--- src/hw/rtl/timestamp_lru_lookup_insert_unit_defines.svh ---
// assertion macros shared by the lookup and insert unit
`ifndef TIMESTAMP_LRU_LOOKUP_INSERT_UNIT_DEFINES_SVH
`define TIMESTAMP_LRU_LOOKUP_INSERT_UNIT_DEFINES_SVH

`ifndef SYNTHESIS

// same-cycle implication, checked outside reset
`define TLRU_ASSERT_IMP(label, clk, rst, ante, cons) \
  label: assert property (@(posedge clk) disable iff (rst) (ante) |-> (cons)) \
    else $error("tlru check failed");

// next-cycle implication, checked outside reset
`define TLRU_ASSERT_NEXT(label, clk, rst, ante, cons) \
  label: assert property (@(posedge clk) disable iff (rst) (ante) |=> (cons)) \
    else $error("tlru check failed");

`else

`define TLRU_ASSERT_IMP(label, clk, rst, ante, cons)
`define TLRU_ASSERT_NEXT(label, clk, rst, ante, cons)

`endif

`endif

--- src/hw/rtl/tlru_pkg.sv ---
// constants and types of the timestamp lru lookup and insert unit
package tlru_pkg;

  localparam int ENTRIES      = 16;
  localparam int KEY_BITS     = 64;
  localparam int STAMP_BITS   = 32;
  localparam int KEY_TAG_BITS = 64;
  localparam int SIZE_BITS    = 17;
  localparam int SLOT_BITS    = 4;
  localparam int IDX_BITS     = (ENTRIES > 1) ? $clog2(ENTRIES) : 1;
  localparam int CNT_BITS     = $clog2(ENTRIES + 1);

  localparam logic [STAMP_BITS-1:0] STAMP_MAX = '1;

  // command codes
  localparam logic CMD_LOOKUP = 1'b0;
  localparam logic CMD_INSERT = 1'b1;

  // one table entry as held in the memory
  typedef struct packed {
    logic [KEY_BITS-1:0]   key;
    logic [SIZE_BITS-1:0]  size;
    logic [STAMP_BITS-1:0] stamp;
  } entry_t;

  localparam int ENTRY_BITS = $bits(entry_t);

endpackage

--- src/hw/rtl/timestamp_lru_lookup_insert_unit.sv ---
// fully associative table with use-stamp lru replacement: lookup and insert
//
//   channel | direction | handshake          | fields
//   req     | in        | req_valid/req_stall| command, key_tag, object_size
//   rsp     | out       | rsp_valid/rsp_stall| hit, slot, stored_size, replaced_valid
//
// one item at a time; key, size and stamp sit in one memory, valid bits in flops.
// lookup: entries read one per cycle, stops at the first valid match. insert with a
//   free entry skips the scan; insert into a full table reads every stamp for the
//   minimum. a new item is accepted only once the unit is back in idle.
// reset clears the valid bits and the use clock at once; no clearing pass.
// a stalled result waits in the output register and holds the final write-back.
`include "timestamp_lru_lookup_insert_unit_defines.svh"

module timestamp_lru_lookup_insert_unit (
  input  logic                              clk,
  input  logic                              rst,
  input  logic                              req_valid,
  output logic                              req_stall,
  input  logic                              command,
  input  logic [tlru_pkg::KEY_TAG_BITS-1:0] key_tag,
  input  logic [tlru_pkg::SIZE_BITS-1:0]    object_size,
  output logic                              rsp_valid,
  input  logic                              rsp_stall,
  output logic                              hit,
  output logic [tlru_pkg::SLOT_BITS-1:0]    slot,
  output logic [tlru_pkg::SIZE_BITS-1:0]    stored_size,
  output logic                              replaced_valid
);

  import tlru_pkg::*;

  typedef enum logic [2:0] {
    S_IDLE   = 3'b001,
    S_SCAN   = 3'b010,
    S_FINISH = 3'b100
  } state_t;

  state_t                state;
  state_t                state_next;
  logic [ENTRIES-1:0]    valid;
  logic [STAMP_BITS-1:0] use_clock;
  logic [STAMP_BITS-1:0] stamp_new;

  // item registers
  logic                  cmd;
  logic [KEY_BITS-1:0]   key;
  logic [SIZE_BITS-1:0]  size;
  logic                  found;
  logic [SIZE_BITS-1:0]  hit_size;
  logic [STAMP_BITS-1:0] best;
  logic [IDX_BITS-1:0]   target;
  logic [CNT_BITS-1:0]   iss;
  logic [IDX_BITS-1:0]   rd_idx;
  logic                  rd_pending;

  logic                  accept;
  logic                  free_found;
  logic [IDX_BITS-1:0]   free_idx;
  logic [ENTRY_BITS-1:0] ram_rdata;
  logic [ENTRY_BITS-1:0] ram_wdata;
  entry_t                rd_word;
  entry_t                wr_word;
  logic                  key_match;
  logic                  scan_last;
  logic                  scan_stop;
  logic                  scan_issue;
  logic                  out_free;
  logic                  finish_go;
  logic                  ram_we;

  assign req_stall = (state != S_IDLE);
  assign accept    = req_valid && !req_stall;
  assign stamp_new = use_clock + STAMP_BITS'(1);

  // lowest-numbered invalid entry
  always_comb begin
    free_found = 1'b0;
    free_idx   = '0;
    for (int i = 0; i < ENTRIES; i++) begin
      if (!valid[i] && !free_found) begin
        free_found = 1'b1;
        free_idx   = IDX_BITS'(i);
      end
    end
  end

  // scan control
  assign rd_word    = entry_t'(ram_rdata);
  assign key_match  = rd_pending && valid[rd_idx] && (rd_word.key == key);
  assign scan_last  = rd_pending && (rd_idx == IDX_BITS'(ENTRIES - 1));
  assign scan_stop  = ((cmd == CMD_LOOKUP) && key_match) || scan_last;
  assign scan_issue = (state == S_SCAN) && (iss != CNT_BITS'(ENTRIES)) && !scan_stop;

  // write-back and result hand-off
  assign out_free  = !rsp_valid || !rsp_stall;
  assign finish_go = (state == S_FINISH) && out_free;
  assign ram_we    = finish_go && ((cmd == CMD_INSERT) || found);

  always_comb begin
    wr_word.key   = key;
    wr_word.size  = (cmd == CMD_INSERT) ? size : hit_size;
    wr_word.stamp = stamp_new;
    ram_wdata     = wr_word;
  end

  // state sequencing
  always_comb begin
    state_next = state;
    unique case (state)
      S_IDLE: begin
        if (accept) begin
          state_next = ((command == CMD_INSERT) && free_found) ? S_FINISH : S_SCAN;
        end
      end
      S_SCAN: begin
        if (scan_stop) begin
          state_next = S_FINISH;
        end
      end
      S_FINISH: begin
        if (out_free) begin
          state_next = S_IDLE;
        end
      end
      default: begin
        state_next = S_IDLE;
      end
    endcase
  end

  // control registers
  always_ff @(posedge clk) begin
    if (rst) begin
      state      <= S_IDLE;
      valid      <= '0;
      use_clock  <= '0;
      rsp_valid  <= 1'b0;
      rd_pending <= 1'b0;
    end else begin
      state      <= state_next;
      rd_pending <= scan_issue;
      if (ram_we) begin
        valid[target] <= 1'b1;
        use_clock     <= stamp_new;
      end
      if (finish_go) begin
        rsp_valid <= 1'b1;
      end else if (!rsp_stall) begin
        rsp_valid <= 1'b0;
      end
    end
  end

  // item and scan registers
  always_ff @(posedge clk) begin
    if (accept) begin
      cmd      <= command;
      key      <= key_tag[KEY_BITS-1:0];
      size     <= object_size;
      found    <= 1'b0;
      hit_size <= '0;
      best     <= STAMP_MAX;
      iss      <= '0;
      target   <= ((command == CMD_INSERT) && free_found) ? free_idx : '0;
    end else if (state == S_SCAN) begin
      if (scan_issue) begin
        iss    <= iss + CNT_BITS'(1);
        rd_idx <= iss[IDX_BITS-1:0];
      end
      if (rd_pending) begin
        if (cmd == CMD_LOOKUP) begin
          if (key_match) begin
            found    <= 1'b1;
            target   <= rd_idx;
            hit_size <= rd_word.size;
          end
        end else if (rd_word.stamp < best) begin
          best   <= rd_word.stamp;
          target <= rd_idx;
        end
      end
    end
  end

  // result register
  always_ff @(posedge clk) begin
    if (finish_go) begin
      hit            <= found;
      slot           <= SLOT_BITS'(target);
      stored_size    <= hit_size;
      replaced_valid <= (cmd == CMD_INSERT) && valid[target];
    end
  end

  // entry memory: key, size and use stamp
  tlru_ram #(
    .WIDTH (ENTRY_BITS),
    .DEPTH (ENTRIES)
  ) u_entry_ram (
    .clk   (clk),
    .we    (ram_we),
    .waddr (target),
    .wdata (ram_wdata),
    .re    (scan_issue),
    .raddr (iss[IDX_BITS-1:0]),
    .rdata (ram_rdata)
  );

  // checks
  `TLRU_ASSERT_IMP(a_hit_not_replaced, clk, rst, rsp_valid && hit, !replaced_valid)
  `TLRU_ASSERT_NEXT(a_clock_advances, clk, rst, ram_we, use_clock == $past(stamp_new))
  `TLRU_ASSERT_NEXT(a_clock_holds, clk, rst, !ram_we, $stable(use_clock))
  `TLRU_ASSERT_NEXT(a_write_sets_valid, clk, rst, ram_we, valid[$past(target)])

endmodule

--- src/hw/rtl/tlru_ram.sv ---
// generic single-write, single-read memory with registered read data
module tlru_ram #(
  parameter int WIDTH = 8,
  parameter int DEPTH = 16
) (
  input  logic                                   clk,
  input  logic                                   we,
  input  logic [((DEPTH > 1) ? $clog2(DEPTH) : 1)-1:0] waddr,
  input  logic [WIDTH-1:0]                       wdata,
  input  logic                                   re,
  input  logic [((DEPTH > 1) ? $clog2(DEPTH) : 1)-1:0] raddr,
  output logic [WIDTH-1:0]                       rdata
);

  logic [WIDTH-1:0] mem [DEPTH];

  // write port and registered read port
  always_ff @(posedge clk) begin
    if (we) begin
      mem[waddr] <= wdata;
    end
    if (re) begin
      rdata <= mem[raddr];
    end
  end

endmodule
--- config.mk ---
export PLATFORM = sky130hd
export DESIGN_NAME = timestamp_lru_lookup_insert_unit
export DESIGN_NICKNAME = d
export VERILOG_FILES = /design/src/hw/rtl/tlru_pkg.sv /design/src/hw/rtl/timestamp_lru_lookup_insert_unit.sv /design/src/hw/rtl/tlru_ram.sv
export VERILOG_INCLUDE_DIRS = /design/src /design/src/hw/rtl
export SDC_FILE = /design/constraint.sdc
export NUM_CORES = 2
export LEC_CHECK = 0
export BUFFER_PORTS_ARGS = -buffer_cell sky130_fd_sc_hd__buf_2
export CORE_MARGIN = 3
export CORE_UTILIZATION = 55
export CTS_CLUSTER_SIZE = 24
export DETAILED_ROUTE_END_ITERATION = 10
export PLACE_DENSITY = 0.82
export SKIP_CTS_REPAIR_TIMING = 1
export SYNTH_ARGS = -nofsm -noshare
export SYNTH_HDL_FRONTEND = slang
export SYNTH_SLANG_ARGS = --single-unit
--- constraint.sdc ---
create_clock -name clk -period 14.8 [get_ports clk]
set_input_delay 1.48 -clock clk [delete_from_list [all_inputs] [get_ports clk]]
set_output_delay 1.48 -clock clk [all_outputs]
set_load 0.05 [all_outputs]
Word level (Yosys, flattened, before mapping)
Memories as Yosys holds them, arrays and structs flattened. A register that Yosys moved wholly into a read port is not among the register bits.
Index checks and enable logic that the tools add are counted.
{ "classes": {"addsub": 2, "n_mux": 54, "n_eq_ne": 12, "n_bitwise": 3, "reduce_logical": 72, "order_cmp": 4} }
{ "op_table": {"columns": ["operator", "count"], "rows": [
  ["$mux W4", 20],
  ["$eq A64 B64 Y1", 1],
  ["$logic_not A1 Y1", 33],
  ["$add A32 B1 Y32 const B", 1],
  ["$lt A32 B32 Y1", 1],
  ["$logic_and A1 B1 Y1", 27],
  ["$mux W1", 24],
  ["$mux W17", 1],
  ["$or A16 B16 Y16", 1],
  ["$mux W3", 4],
  ["$reduce_and A4 Y1", 3],
  ["$lt A4 B5 Y1 const B", 2],
  ["$pmux W3 S3", 1],
  ["$bmux W1 S4", 2],
  ["$ne A2 B2 Y1 const B", 3],
  ["$ne A3 B1 Y1 const B", 2],
  ["$reduce_and A3 Y1", 2],
  ["$add A5 B1 Y5 const B", 1],
  ["$ne A5 B5 Y1 const B", 1],
  ["$demux W1 S4", 1],
  ["$eq A4 B4 Y1 const B", 1],
  ["$ge A4 B1 Y1 const B", 1],
  ["$reduce_bool A2 Y1", 2],
  ["$eq A3 B1 Y1 const B", 1],
  ["other kinds (8)", 11]
]} }
{ "word_totals": {"in_bits": 86, "output_inout_bits": 25, "ramBits": 1808, "reg_bits": 221, "n_memories": 1, "wordCells": 166} }
{ "mem_list": {"columns": ["memory", "words", "word_bits", "read_ports", "rd_ports_with_merged_regs", "wr", "line_no", "text"], "rows": [
  ["u_entry_ram.mem", 16, 113, 1, 1, 1, "tlru_ram.sv:15", "logic [WIDTH-1:0] mem [DEPTH];"]
]} }

Longest topological paths before layout
{ "logic_depth": {"word_depth": 49, "ltp_mapped": 10, "ltp_nobuf": 9} }

Cells and area by module
Synthesis repeated with hierarchy kept, for this count alone.
{ "hier_totals": {"hier_cells": 3830, "area_unflattened_um2": 81190.4} }
{ "modules_own_cells": {"columns": ["mod", "instances", "area_per_inst_um2", "cells_per_inst"], "rows": [
  ["tlru_ram", 1, 70914.3, 2890],
  ["timestamp_lru_lookup_insert_unit", 1, 10276.1, 940]
]} }

Worst setup path after synthesis
Ideal clock, no wire load.
{ "synth_timing": {"path_type": "input port to flip-flop", "from": "input rsp_stall", "to": "memory u_entry_ram.mem[0][0] in the netlist's numbering (enable)", "cell_stages": 5, "required_ns": 14.074, "setup_time_ns": 0.726, "arrival_time_ns": 11.084, "path_slack_ns": 2.991, "cell_sequence": "a21oi_1 -> o21a_1 -> buf_2 -> nand2_1 -> nor3_1"} }
{ "synth_via": {"elab_chain_len": 6} }
{ "synth_rtl": {"columns": ["item", "line_no", "text"], "rows": [
  ["start, declared", "timestamp_lru_lookup_insert_unit.sv:24", "input logic rsp_stall,"],
  ["$logic_not A1 Y1", null, null],
  ["$logic_or A1 B1 Y1", "timestamp_lru_lookup_insert_unit.sv:96", "assign out_free = !rsp_valid || !rsp_stall;"],
  ["$logic_and A1 B1 Y1", "timestamp_lru_lookup_insert_unit.sv:97", "assign finish_go = (state == S_FINISH) && out_free;"],
  ["$logic_and A1 B1 Y1", "timestamp_lru_lookup_insert_unit.sv:98", "assign ram_we = finish_go && ((cmd == CMD_INSERT) || found);"],
  ["$mux W1", "tlru_ram.sv:19", "if (we) begin"],
  ["$mux W1 (not written as such)", "tlru_ram.sv:20", "mem[waddr] <= wdata;"],
  ["end, declared", "tlru_ram.sv:15", null]
]} }
Every way passes these cells.

Worst setup path after layout
{ "layout_timing": {"from": "register state[2]", "to": "memory u_entry_ram.mem[15][63] in the netlist's numbering (enable)"} }
{ "layout_via": {"elab_chain_len": 5} }
{ "layout_rtl": {"columns": ["item", "line_no", "text"], "rows": [
  ["start, declared", "timestamp_lru_lookup_insert_unit.sv:39", "state_t state;"],
  ["start signal, assigned", "timestamp_lru_lookup_insert_unit.sv:141", "state <= state_next;"],
  ["$eq A3 B3 Y1", "timestamp_lru_lookup_insert_unit.sv:97", null],
  ["$logic_and A1 B1 Y1", "timestamp_lru_lookup_insert_unit.sv:97", null],
  ["named net finish_go", "timestamp_lru_lookup_insert_unit.sv:69", "logic finish_go;"],
  ["$logic_and A1 B1 Y1", "timestamp_lru_lookup_insert_unit.sv:98", null],
  ["$mux W1", "tlru_ram.sv:19", null],
  ["$mux W1 (not written as such)", "tlru_ram.sv:20", null]
]} }
The timed path passes the listed nets, and every way through them passes these cells.

==> results.txt <==
The run finished with clean final reports. The most used flip-flop cell after synthesis is sky130_fd_sc_hd__edfxtp_1. The die extent in x is about 390 um. Setup repair after global routing left no endpoint under its margin. Entering global routing, the biggest net connects 115 pins. The floorplan row count is 140. The global placement routability congestion is about 0.79.

The post-synthesis net count is approximately 3700. STA classifies the critical path endpoint as a register. The smallest clock period supported by the final layout is computed as 5.61 ns. For this configuration, the core starts out at a cell density of 0.556. The post-synthesis instance area is between 80000 and 90000 sq um. The highest net fanout along the worst path is 50. Clock-pin slew was measured on the worst setup and hold paths at 0.06 ns.

The cell leakage power came out at approximately 27 nW. The pin slew with the least headroom to its limit is approximately 1.4 ns. The first global-routing pass estimated approximately 300 mm of wire. The worst clock skew on the final layout is roughly 0.039 ns.

The number of buffer cells added on primary ports is between 100 and 150. The slowest stage of the critical path belongs to the cell sky130_fd_sc_hd__nor2_4. The number of synthesized register bits is approximately 2100. In the layout the commonest cells are 2034 x sky130_fd_sc_hd__edfxtp_1, 571 x sky130_fd_sc_hd__mux4_2, 195 x sky130_fd_sc_hd__clkbuf_16. The reg-to-reg setup timing slack came out at just over 9 ns. The sum of buffers and inverters on the critical path came out at 4.

Walking the worst path, the cells encountered are or3b_2, a21oi_4, buf_4, o21a_1, buf_4, nand3_1, nor2_4, buf_4, buf_4. The count of non-filler cells in the finished layout is 5869. The final setup TNS is 0 ns. The launching element type of the critical path is a register. The number of global-route vias before repair came out at 41700. Setup violations remaining at the end of the flow were counted as 0. The number of nets in the layout came out at roughly 3900. The normalized max-slew margin is 0.0702. The worst setup slack after layout is approximately 9 ns. The share of the core filled with cells in the final layout is 0.622. Power spread over the standard cell area amounts to around 130 nW/um^2. The aggregate global routing overflow is 0. Summing over every cut layer, the via total after detailed routing is 40000. The peak clock frequency supported by timing came out at around 0.18 GHz. Among the stages of the critical path, the cell type that occurs most often is sky130_fd_sc_hd__buf_4. The most common library cell in the layout ignoring fill and taps is sky130_fd_sc_hd__edfxtp_1. In this run the standard cell core region covers roughly 150000 sq um. Clock tree synthesis inserted a total of between 150 and 200 buffers. The cell area after placement is 84400 sq um. The die covers roughly 150000 sq um. The max-capacitance violation count came out at 0. The overall track demand over capacity in global routing is 0.268. By startpoint and endpoint, the worst setup path is classified as register to register. The number of synthesis warnings came out at 0. The number of flops mapped to enable cells by yosys is between 2000 and 2500. The share of post-route cells with drive strength above 1 came out at 0.281. The deepest clock path buffer count is 3. The number of placed instances, taps included, is around 5500. TritonCTS built the clock tree. The final count of pins violating max slew came out at 0. The fraction of the yosys area taken by sequential cells came out at 0.778. The average instance in the mapped netlist occupies 22.8 sq um. The largest stage delay on the critical path is around 1.0 ns.

The post-place setup slack is ~8.8 ns. After routing the design area is a little over 90000 sq um. The maximum VDD drop is around 0.16 mV. The post-synthesis to final-layout area growth is 11.8%.

The number of antenna-violating nets in the routed design came out at 0. In this run the worst hold path is classified as register to register. The number of different library cells used by synthesis comes to 67. The CTS sink count came out at 2142. In the finished design, the share of the clock period the worst path needs comes to 0.379. Using the TritonRoute via totals, the vias-per-cell ratio works out to a little under 7. In this run the clock root is driven by a sky130_fd_sc_hd__clkbuf_16. The clock latency at the later pin of the worst-skew pair is roughly 0.85 ns.

The mean routed wirelength per cell came out at 34.1 um. The total iterations of the first detailed-routing run came out at 7. The total wirelength of the detailed-routed design is about 200 mm. The critical path arrival came out at a little over 6 ns. The number of endpoints with negative hold slack in the final report is 0.

The required time of the critical path came out at 15.26 ns. The number of levels in the clock H-tree came out at 4. Synthesis produced a netlist whose cell count is around 3600. The number of antenna violations at the first check in global routing came out at 6. The die outline height came out at approximately 390 um.

Broken down by cell family, the worst path's largest delay share belongs to buffers and inverters. The number of remaining DRC errors is 0. For this block, the initial DRC count from the detailed router was between 5000 and 6000. After synthesis, the share of flip-flops with an asynchronous set or reset is 0. The HPWL after detailed placement is 96.9 mm. Pin placement for this block handled 111 I/O pins.
[stage by stage]
stage / power (mW) / hold WS [ns]
5_1_grt: 12.4 / 0.478
3_3_place_gp: 7.10 / 0.434
2_1_floorplan: 7.00 / 0.406
4_1_cts: 12.2 / 0.460
6_report: 12.2 / 0.458
3_5_place_dp: 7.11 / 0.445
[state kept, by name, summed over array words and instances (netlist names), 3 cells and up]
register / count
best: 32
hit_size: 17
iss: 5
key: 64
rd_idx: 4
size: 17
slot: 4
state: 3
stored_size: 17
target: 4
u_entry_ram.mem: 1808
u_entry_ram.rdata: 113
use_clock: 32
valid: 16
[cell families (layout without fill, tap and decap cells)]
group | count (synthesis) | in the layout | share of synthesized area
DFF | 2142 | 2142 | 0.778
muxes | 615 | 615 | 0.165
and+or+nand+nor | 303 | 303 | 0.0191
buffers and inverters | 226 | 604 | 0.0109
AOI/OAI and AO/OA | 154 | 154 | 0.0121
xor gates and xnor gates | 97 | 97 | 0.0104
adders and majority gates | 34 | 34 | 0.00523
other | 0 | 3 | 0
[report_power, final]
part	total, mW	internal, mW	switching [mW]
clock network	5.17	2.92	2.25
logic	0.251	0.102	0.149
registers	6.74	6.66	0.0789
total	12.2	9.68	2.48
[cells in the mapped netlist (all sizes together) (7+ instances only)]
| master | count | area share |
|---|---|---|
| xnor2 | 44 | 0.0047 |
| ha | 34 | 0.0052 |
| mux4 | 575 | 0.16 |
| mux2 | 17 | 0.0024 |
| mux2i | 23 | 0.0028 |
| o211ai | 32 | 0.0030 |
| and3 | 11 | 0.00085 |
| nor3 | 15 | 0.00092 |
| xor2 | 53 | 0.0057 |
| dfxtp | 108 | 0.027 |
| nand2 | 91 | 0.0044 |
| edfxtp | 2034 | 0.75 |
| inv | 61 | 0.0028 |
| nor4 | 12 | 0.0013 |
| nor2 | 78 | 0.0037 |
| clkbuf | 116 | 0.0054 |
| o22ai | 7 | 0.00054 |
| nand3 | 25 | 0.0016 |
| buf | 49 | 0.0027 |
| nand4 | 25 | 0.0022 |
| a21oi | 21 | 0.0013 |
| o21ai | 58 | 0.0036 |
| or3 | 12 | 0.00098 |
| nor2b | 19 | 0.0015 |
[area by class of cell]
cell class	count	area, sq um
clock inverter	110	1320
fill	8795	55300
antenna	3	7.51
inverter	61	231
tap	1917	2400
multi-input combinational	1203	17400
clock buffer	251	5240
sequential	2142	63300
timing repair buffer	182	1140
[worst paths after layout]
| check | cells past startpoint | end | from |
|---|---|---|---|
| hold reg to reg | 0 | stored_size[5]$_DFFE_PP_ | hit_size[5]$_SDFFE_PP0P_ |
| setup reg to reg | 9 | u_entry_ram.mem[15][63]$_DFFE_PP_ | state[2]$_SDFFE_PP0P_ |
| setup / recovery | 9 | u_entry_ram.mem[15][63]$_DFFE_PP_ | state[2]$_SDFFE_PP0P_ |
| hold / removal | 0 | stored_size[5]$_DFFE_PP_ | hit_size[5]$_SDFFE_PP0P_ |
[metal layers]
metal	vias to the layer above	GRT usage	share of wire
li1	15400	-	-
met1	20800	0.346	0.35
met2	3089	0.445	0.51
met3	634	0.0569	0.099
met4	0	0.116	0.048
met5	-	0	0
Note: power is estimated with default switching activity, not from simulation.
